--- src/rtl/core/spherical_angles_to_unit_vector_defines.svh ---
// Assertion macros shared by the spherical-to-unit-vector RTL.
// No dependencies; included by files that carry concurrent checks.
`ifndef SPHERICAL_ANGLES_TO_UNIT_VECTOR_DEFINES_SVH
`define SPHERICAL_ANGLES_TO_UNIT_VECTOR_DEFINES_SVH

// same-cycle implication, disabled while reset is asserted
`define SAV_ASSERT_IMP(label, clk, rst_n, ante, cons) \
  label: assert property (@(posedge clk) disable iff (!rst_n) (ante) |-> (cons)) \
    else $error("sav: assertion failed");

// next-cycle implication, disabled while reset is asserted
`define SAV_ASSERT_NXT(label, clk, rst_n, ante, cons) \
  label: assert property (@(posedge clk) disable iff (!rst_n) (ante) |=> (cons)) \
    else $error("sav: assertion failed");

`endif

--- src/rtl/core/sav_pkg.sv ---
// Shared constants, tables and types for the spherical-to-unit-vector block.
// No dependencies; imported by every module of the block.
`timescale 1ns / 1ps
`default_nettype none

package sav_pkg;

  localparam int unsigned DEG_W        = 16;     // input angle width
  localparam int unsigned OUT_W        = 16;     // Q1.14 result width
  localparam int unsigned LANES        = 2;      // azimuth and polar paths
  localparam int unsigned LANE_AZ      = 0;
  localparam int unsigned LANE_POL     = 1;

  localparam int unsigned TURN_UNITS   = 23040;  // 360 deg in 1/64 deg
  localparam int unsigned MOD_W        = 15;     // holds [0, TURN_UNITS)
  localparam int unsigned DIV45        = 45;     // TURN_UNITS = 45 * 512
  localparam int unsigned QUOT_W       = 9;      // m / 45 < 512
  localparam int unsigned REM_W        = 6;      // m % 45 < 64
  localparam int unsigned RECIP45      = 23302;  // ceil(2^20 / 45)
  localparam int unsigned RECIP_SHIFT  = 20;
  localparam int unsigned FRAC_LO_W    = 23;     // 2^32 / 512
  localparam int unsigned FRAC_BIAS    = (TURN_UNITS / 2) / (TURN_UNITS / DIV45);

  localparam int unsigned ANG_W        = 32;     // binary angle, 2^32 per turn
  localparam int unsigned XY_W         = 32;     // CORDIC datapath, 30 frac bits
  localparam int unsigned FRAC_W       = 30;
  localparam int unsigned ATAN_ENTRIES = 24;
  localparam int unsigned TRIG_STAGES_DEF = 16;

  localparam logic signed [XY_W-1:0] CORDIC_GAIN = 32'sd652032874;

  // atan(2^-i) in 2^32-per-turn units
  localparam logic signed [ANG_W-1:0] ATAN_TBL [ATAN_ENTRIES] = '{
    32'sh20000000, 32'sh12E4051E, 32'sh09FB385B, 32'sh051111D4,
    32'sh028B0D43, 32'sh0145D7E1, 32'sh00A2F61E, 32'sh00517C55,
    32'sh0028BE53, 32'sh00145F2F, 32'sh000A2F98, 32'sh000517CC,
    32'sh00028BE6, 32'sh000145F3, 32'sh0000A2FA, 32'sh0000517D,
    32'sh000028BE, 32'sh0000145F, 32'sh00000A30, 32'sh00000518,
    32'sh0000028C, 32'sh00000146, 32'sh000000A3, 32'sh00000051
  };

  localparam logic signed [OUT_W-1:0] ONE_Q14     = 16'sd16384;
  localparam logic signed [OUT_W-1:0] NEG_ONE_Q14 = -16'sd16384;

  typedef enum logic [1:0] {
    QUAD_0 = 2'd0,
    QUAD_1 = 2'd1,
    QUAD_2 = 2'd2,
    QUAD_3 = 2'd3
  } sav_quad_e;

  // reduced angle handed to the rotator
  typedef struct packed {
    sav_quad_e               quad;
    logic signed [ANG_W-1:0] resid;
  } sav_rot_t;

  // rotator result, quadrant still to be applied
  typedef struct packed {
    sav_quad_e              quad;
    logic signed [XY_W-1:0] x;
    logic signed [XY_W-1:0] y;
  } sav_vec_t;

endpackage

`default_nettype wire

--- src/rtl/core/sav_reduce.sv ---
// Angle reduction: wraps 1/64-degree angles to one turn, converts to a
// 32-bit binary angle and splits off the quadrant. Four stages. Uses sav_pkg.
`timescale 1ns / 1ps
`default_nettype none

module sav_reduce (
  input  logic                                clk_i,
  input  logic                                rst_ni,
  input  logic                                en_i,
  input  logic                                valid_i,
  input  logic signed [sav_pkg::DEG_W-1:0]    deg_i [sav_pkg::LANES],
  output logic                                valid_o,
  output sav_pkg::sav_rot_t                   rot_o [sav_pkg::LANES]
);
  import sav_pkg::*;

  localparam int unsigned BIAS_W = MOD_W + 2;
  localparam int unsigned EXT_W  = BIAS_W + 1;
  localparam int unsigned PROD_W = 2 * MOD_W;

  localparam logic [BIAS_W-1:0] TURN1 = BIAS_W'(TURN_UNITS);
  localparam logic [BIAS_W-1:0] TURN2 = BIAS_W'(2 * TURN_UNITS);
  localparam logic [BIAS_W-1:0] TURN3 = BIAS_W'(3 * TURN_UNITS);
  localparam logic [ANG_W-1:0]  HALF_QUAD = ANG_W'(1) << (ANG_W - 3);

  // floor((b * 2^23 + 22) / 45) for each remainder b
  logic [FRAC_LO_W-1:0] frac_tbl [DIV45];
  for (genvar g = 0; g < DIV45; g++) begin : g_frac
    localparam logic [FRAC_LO_W-1:0] FracVal =
      FRAC_LO_W'(((64'(g) << FRAC_LO_W) + 64'(FRAC_BIAS)) / 64'(DIV45));
    assign frac_tbl[g] = FracVal;
  end

  logic [3:0]           v_q;
  logic [MOD_W-1:0]     m1_q [LANES];
  logic [MOD_W-1:0]     m2_q [LANES];
  logic [QUOT_W-1:0]    a2_q [LANES];
  logic [QUOT_W-1:0]    a3_q [LANES];
  logic [REM_W-1:0]     b3_q [LANES];
  sav_rot_t             rot_q [LANES];

  for (genvar l = 0; l < LANES; l++) begin : g_lane
    logic [EXT_W-1:0]   ext;
    logic [BIAS_W-1:0]  biased;
    logic [BIAS_W-1:0]  wrapped;
    logic [PROD_W-1:0]  prod;
    logic [MOD_W-1:0]   rem_full;
    logic [ANG_W-1:0]   ang;
    logic [ANG_W-1:0]   ang_rot;
    sav_rot_t           rot_d;

    // two turns of bias leave a positive value below four turns
    assign ext    = {{(EXT_W - DEG_W){deg_i[l][DEG_W-1]}}, deg_i[l]}
                    + EXT_W'(2 * TURN_UNITS);
    assign biased = ext[BIAS_W-1:0];

    always_comb begin
      if (biased >= TURN3) begin
        wrapped = biased - TURN3;
      end else if (biased >= TURN2) begin
        wrapped = biased - TURN2;
      end else if (biased >= TURN1) begin
        wrapped = biased - TURN1;
      end else begin
        wrapped = biased;
      end
    end

    // m / 45 by reciprocal, exact for m below one turn
    assign prod     = PROD_W'(m1_q[l]) * PROD_W'(RECIP45);
    assign rem_full = m2_q[l] - MOD_W'(a2_q[l]) * MOD_W'(DIV45);

    assign ang     = {a3_q[l], frac_tbl[b3_q[l]]};
    assign ang_rot = ang + HALF_QUAD;

    always_comb begin
      rot_d.quad  = sav_quad_e'(ang_rot[ANG_W-1 -: 2]);
      rot_d.resid = {{3{~ang_rot[ANG_W-3]}}, ang_rot[ANG_W-4:0]};
    end

    always_ff @(posedge clk_i) begin
      if (en_i) begin
        m1_q[l]  <= wrapped[MOD_W-1:0];
        m2_q[l]  <= m1_q[l];
        a2_q[l]  <= prod[RECIP_SHIFT +: QUOT_W];
        a3_q[l]  <= a2_q[l];
        b3_q[l]  <= rem_full[REM_W-1:0];
        rot_q[l] <= rot_d;
      end
    end

    assign rot_o[l] = rot_q[l];
  end

  always_ff @(posedge clk_i or negedge rst_ni) begin
    if (!rst_ni) begin
      v_q <= '0;
    end else if (en_i) begin
      v_q <= {v_q[2:0], valid_i};
    end
  end

  assign valid_o = v_q[3];

endmodule

`default_nettype wire

--- config.mk ---
export PLATFORM = sky130hd
export DESIGN_NAME = sav_reduce
export DESIGN_NICKNAME = d
export VERILOG_FILES = /design/src/rtl/core/spherical_angles_to_unit_vector_defines.svh /design/src/rtl/core/sav_pkg.sv /design/src/rtl/core/sav_reduce.sv
export SDC_FILE = /design/constraint.sdc
export NUM_CORES = 1
export LEC_CHECK = 0
export BUFFER_PORTS_ARGS = -buffer_cell sky130_fd_sc_hd__buf_4
export CORE_UTILIZATION = 40
export CTS_BUF_LIST = sky130_fd_sc_hd__clkbuf_4 sky130_fd_sc_hd__clkbuf_8 sky130_fd_sc_hd__clkbuf_16
export DETAILED_ROUTE_END_ITERATION = 10
export PLACE_DENSITY = 0.65
export SLEW_MARGIN = 5
export SYNTH_ARGS = -nofsm -noshare
export SYNTH_HDL_FRONTEND = slang
export SYNTH_SLANG_ARGS = --single-unit
--- constraint.sdc ---
create_clock -name clk_i -period 5.4 [get_ports clk_i]
set_clock_uncertainty 0.1 [all_clocks]
set_input_delay 0.27 -clock clk_i [delete_from_list [all_inputs] [get_ports clk_i]]
set_output_delay 0.27 -clock clk_i [all_outputs]
set_load 0.005 [all_outputs]
==> flow_summary.toml, run 1 <==
[outcome]
outcome = "finished with violations"
violations = "design-rule violations"

[drt]
totalWireLength_um = 28100
ant_nets = 0
route.detailed.drc = 16
dr.pass1.iters = 10
dr_total_vias = 9860
drt_iter0_drc = 349
wl_per_cell_um = 14.1
viasPerCell = 4.96

[floorplan]
die_h_um = 193
dieArea_um2 = 37400
core_um2 = 35800
die-width_um = 193
io_pins = 105
initial_core_util = 0.409
fp-row-count = 69

[worst_setup_path]
ff2ff_path_depth = 18
critPathCaptureType = "register"
crit_path_cell_trace = "buf_4 -> ha_1 -> inv_1 -> fa_1 -> inv_1 -> fa_2 -> fa_1 -> fa_1 -> ha_1 -> ha_1 -> o21ai_1 -> o21ai_1 -> a221oi_2 -> o21ai_2 -> buf_4 -> a21oi_2 -> o21bai_1 -> xor2_1"
crit_path_start_kind = "register"
cpMaxStageDelayCell = "fa_2"
critPathKind = "register to register"
critical_path_arrival_ps = 5310
path_max_fanout = 6
critPathRequiredTime_ps = 5480
cp_slowest_stage_delay_ps = 570

[placed_design]
placedInstanceArea_um2 = 16100
place_congestion = 0.870
io_buffers = 104
dp_hpwl_um = 22800
placed_cells = 1926

[job]
maxCapViolCount = 0

[cells_and_area]
seq_area_um2 = 4360
stdcell_area_um2 = 17100
n_antenna_cell = 0
area_delta_synth_final_pct = 16.5
stdcell_count = 1988
multi_input_area_um2 = 9270
drive_gt1_frac = 0.162
num-fill-cells = 3213
fin_nets = 1933

[synth]
synth_top_area_frac = 0.291
synthesis.nets = 1787
syn_avg_cell_area_um2 = 10.7
ys.flop_type = "edfxtp_1"
ys_ff_latch = 146
synth_top_cell_by_area = "edfxtp_1"
asyncSetResetFlopFracSynth = 0.0274
ys_types = 71
synthTopCellsByCount = "286 x ha_1, 249 x inv_1, 142 x edfxtp_1"
yosysSeqAreaShare = 0.298
synth.most_common_cell = "ha_1"
yosys_warnings = 0
synth_edf_count = 142
synth_cells = 1369
ys_top_cells_by_area = "edfxtp_1 29%, ha_1 24%, fa_1 13%"
synth_area_um2 = 14700

[clock_network]
cts_tree = "built"
cts_made_buffers = 17
path_clk_slew_ps = 70
cts_buffer_depth = 2
htree_levels = 4
clock_sinks = 146
cts_root_buf = "clkbuf_16"
clk_latency_ps = 430

[sta]
fmax_mhz = 191
finalCriticalPeriod_ps = 5230
drv_slew = 0
slew_headroom = 0.302
setup_tns_ps = 0
worst_pin_slew_ps = 1050
hold_viol = 0
fin_crit_sh = 0.968
final-setup-viol-count = 0

[global_route]
grt_pass1_wl_um = 47800
grt_start_max_net_pins = 96
antenna_found_initial = 0
track_usage = 0.156
grt.overflow.total = 0
grt_pass1_vias = 10062

[min_path]
min_path_type = "input pin to asynchronous set/reset pin"
[logic make-up (layout without fill, tap and decap cells)]
family	Yosys count	in the layout	share of synthesized area
compound gates	223	223	0.101
xor+xnor	74	74	0.0447
fa+ha+maj	382	382	0.375
simple gates	215	215	0.0731
buf+inv	297	455	0.0810
mux	32	32	0.0280
flops	146	146	0.298
[registers in the layout (all words and copies together), names as in the netlist]
| register | count |
|---|---|
| m2_q | 12 |
| a3_q | 18 |
| a2_q | 18 |
| v_q | 4 |
| b3_q | 12 |
| m1_q | 30 |
| rot_q | 52 |
[through the flow]
step	hold WS, ps	utilization	setup WS [ps]
3_5_place_dp	-31.9	0.449	-266
3_3_place_gp	-33.8	0.449	-104
2_1_floorplan	-126	-	18.9
4_1_cts	45.2	0.472	0.929
5_1_grt	69.6	0.477	-27.6
6_report	71.1	0.477	173
[worst max-delay path: cells and delay by family, from the launching register on]
family / cells / cell delay, ps
xor gates and xnor gates: 1 / 160
AOI/OAI and AO/OA: 6 / 950
adders and majority gates: 7 / 2910
DFF: 1 / 380
buffers and inverters: 4 / 460
[layout make-up]
class                      count  area share
clock buffer                  17      0.0249
clock inverter                14     0.00857
inverter                     250      0.0549
multi-input combinational    926       0.543
sequential                   146       0.255
tap                          461      0.0338
timing repair buffer         174      0.0798
[path summary, 6_finish.rpt]
check	start	end	slack [ps]
worst max-delay path	m1_q[0][19]	a2_q[0][14]	170
worst min-delay path	rst_ni	v_q[3]	70
worst max register to register	m1_q[0][19]	a2_q[0][14]	170
worst min register to register	a3_q[0][9]	rot_q[0][57]	320
max in group asynchronous	rst_ni	v_q[0]	5030
min in group clk_i	deg_i[28]	m1_q[0][12]	100
[metal layers]
layer | up-vias | wire length, um | global-route usage
li1 | 4998 | - | -
met1 | 4659 | 13700 | 0.211
met2 | 177 | 13000 | 0.258
met3 | 26 | 885 | 0.0220
met4 | 0 | 431 | 0.0474
met5 | - | 0 | 0
[placed cells by master, fill, tap and decap left out, types with 6 or more instances in the layout]
master         instances
nand2_1               59
nor3_1                11
and2_1                10
buf_4                152
mux2_2                12
mux2i_1               14
a211oi_1              10
nor2_1                55
o21bai_1               9
nand3_1               15
a21o_1                17
dlygate4sd3_1         20
clkbuf_16             17
xor2_1                19
ha_4                   7
nand4_1                6
edfxtp_1             142
o21a_1                 9
ha_1                 279
o22ai_1                6
mux4_2                 6
nand2b_1              14
inv_1                248
xnor2_1               53
o21ai_0               53
a31oi_1               15
a21oi_1               50
and3_1                12
fa_1                  93
[timing repair]
| action | 4_1_cts | 5_1_grt |
|---|---|---|
| hold endpoints to repair | 23 | 0 |
| pin swaps | 3 | 20 |
| setup endpoints to repair | 6 | 14 |
| setup buffers | 1 | 10 |
| hold buffers | 20 | 0 |
| cloned | 0 | 0 |
| resized for setup | 10 | 19 |
Power of run 1 is left out: the tool's default activity adds up to more than one toggle a clock period on the data nets, which glitch-free logic cannot reach.
==> inputs of run 2 (changes only) <==
PLACE_DENSITY = default   (was 0.65)
PLACE_DENSITY_LB_ADDON = 0.12   (was default)
==> run 2 against run 1 <==
The run still ends with design-rule violations left. Worst hold slack worse by 22 ps. Critical path depth unchanged. Final cell count unchanged. Setup slack worse by 16 ps. Sequential share of layout area about the same. Die area unchanged. Clock-buffer cell count up 1. Via count down 1.7%. Core utilization about the same. Cell area about the same. Non-clock buffer count down 1.
==> flow_summary.toml, run 2 (same netlist as run 1, synthesis figures left out) <==
[clock_network]
clk_latency_ps = 440
cts_tree = "built"
clock_sinks = 146
cts_root_buf = "clkbuf_16"
cts_buffer_depth = 2
path_clk_slew_ps = 70
htree_levels = 4
cts_made_buffers = 17

[placed_design]
io_buffers = 104
place_congestion = 0.850
dp_hpwl_um = 22200

[drt]
dr_total_vias = 9691
wl_per_cell_um = 13.9
ant_nets = 0
viasPerCell = 4.87
dr.pass1.iters = 10
totalWireLength_um = 27700
drt_iter0_drc = 246
route.detailed.drc = 10

[worst_setup_path]
critPathRequiredTime_ps = 5490
cpMaxStageDelayCell = "or4_4"
crit_path_start_kind = "register"
cp_slowest_stage_delay_ps = 540
critPathKind = "register to register"
critical_path_arrival_ps = 5330
critPathCaptureType = "register"
path_max_fanout = 4
reg2reg_from = "m1_q[0][18]"
rr_endpoint = "a2_q[0][15]"
r2r_slack_ps = 160
crit_path_cell_trace = "ha_1 -> xor2_1 -> ha_1 -> fa_1 -> fa_1 -> fa_1 -> inv_1 -> fa_1 -> inv_2 -> ha_4 -> a211oi_4 -> o21ai_2 -> a221oi_2 -> buf_4 -> o21ai_4 -> or4_4 -> nand3_2 -> xnor2_1"
crit_buf_inv = 3
ff2ff_path_depth = 18
cp_common_cell = "fa_1"
path_delay_family = "adder cells"

[cells_and_area]
area_delta_synth_final_pct = 16.5
fin_nets = 1932
final_common_cell = "ha_1"
utilization = 0.477
top_regs = "rot_q x52, m1_q x30"
mostFrequentLayoutCells = "275 x ha_1, 248 x inv_1, 150 x buf_4, 142 x edfxtp_1, 96 x fa_1"
largest_register_ffs = 52
top_register = "rot_q"
n_antenna_cell = 0
drive_gt1_frac = 0.162

[global_route]
antenna_found_initial = 0
track_usage = 0.152
grt_pass1_vias = 9598
grt.overflow.total = 0
grt_pass1_wl_um = 46200
grt_start_max_net_pins = 92

[sta]
worst_pin_slew_ps = 1070
fin_crit_sh = 0.971
fmax_mhz = 191
finalCriticalPeriod_ps = 5240
rsz0062_at_grt = "true"
slew_headroom = 0.287
hold_viol = 0
drv_slew = 0
final-setup-viol-count = 0

[outcome]
outcome = "finished with violations"
violations = "design-rule violations"

[job]
maxCapViolCount = 0

[floorplan]
die_h_um = 193
die-width_um = 193
fp-row-count = 69
io_pins = 105
dieArea_um2 = 37400
core_um2 = 35800
initial_core_util = 0.409

[min_path]
min_path_type = "input pin to asynchronous set/reset pin"
-- run 2: cell types whose count changed in the layout (fill, tap and decap cells not counted), sizes merged --
cell / before / now
buf: 154 / 153
clkbuf: 17 / 18
clkinv: 3 / 6
inv: 256 / 254
bufinv: 1 / 0
-- run 2: routing by layer --
layer,track usage,vias to the layer above,part of all wire
li1,-,4988,-
met1,0.205,4533,0.49
met2,0.248,146,0.46
met3,0.0239,24,0.029
met4,0.0504,0,0.013
met5,0,-,0
-- run 2: repair_timing --
action                                  4_1_cts  5_1_grt
hold endpoints to repair                     23        0
hold buffers                                 20        0
gates resized for setup                       4       30
endpoints found under the setup margin        4       12
pin swaps                                     4       24
buffers inserted                              3        4
-- run 2: worst max path at each step --
stage                           start          end  slack (ps)  cells after the start
after detailed placement  m1_q[0][16]  a2_q[0][17]        -180                     18
after floorplan           m1_q[0][18]  a2_q[0][17]          20                     17
final                     m1_q[0][18]  a2_q[0][15]         160                     18
after CTS                 m1_q[0][18]  a2_q[0][15]           6                     18
after global placement    m1_q[0][16]  a2_q[0][17]        -120                     18
after global routing      m1_q[0][17]  a2_q[0][15]         -40                     18
-- run 2: final cells by class --
type / instances / area (um^2)
Fill cell: 3343 / 18700
Multi-Input combinational cell: 926 / 9310
Sequential cell: 146 / 4360
Timing Repair Buffer: 173 / 1360
Inverter: 250 / 938
Tap cell: 461 / 577
Clock buffer: 18 / 433
Clock inverter: 14 / 106
-- run 2: stage by stage --
stage | cell area [um^2] | worst slack (ps) | std cells | hold slack [ps] | setup TNS [ps]
finish | 17100 | 158 | 1988 | 48.7 | 0
global route | 17100 | -38.9 | 1988 | 39.0 | -45.4
CTS | 16900 | 5.64 | 1984 | 29.3 | 0
detailed placement | 16100 | -185 | 1929 | -30.3 | -465
global placement | 16100 | -119 | 1929 | -33.7 | -258
floorplan | 14700 | 18.9 | 1369 | -126 | 0
Power of run 2 is left out for the same reason.
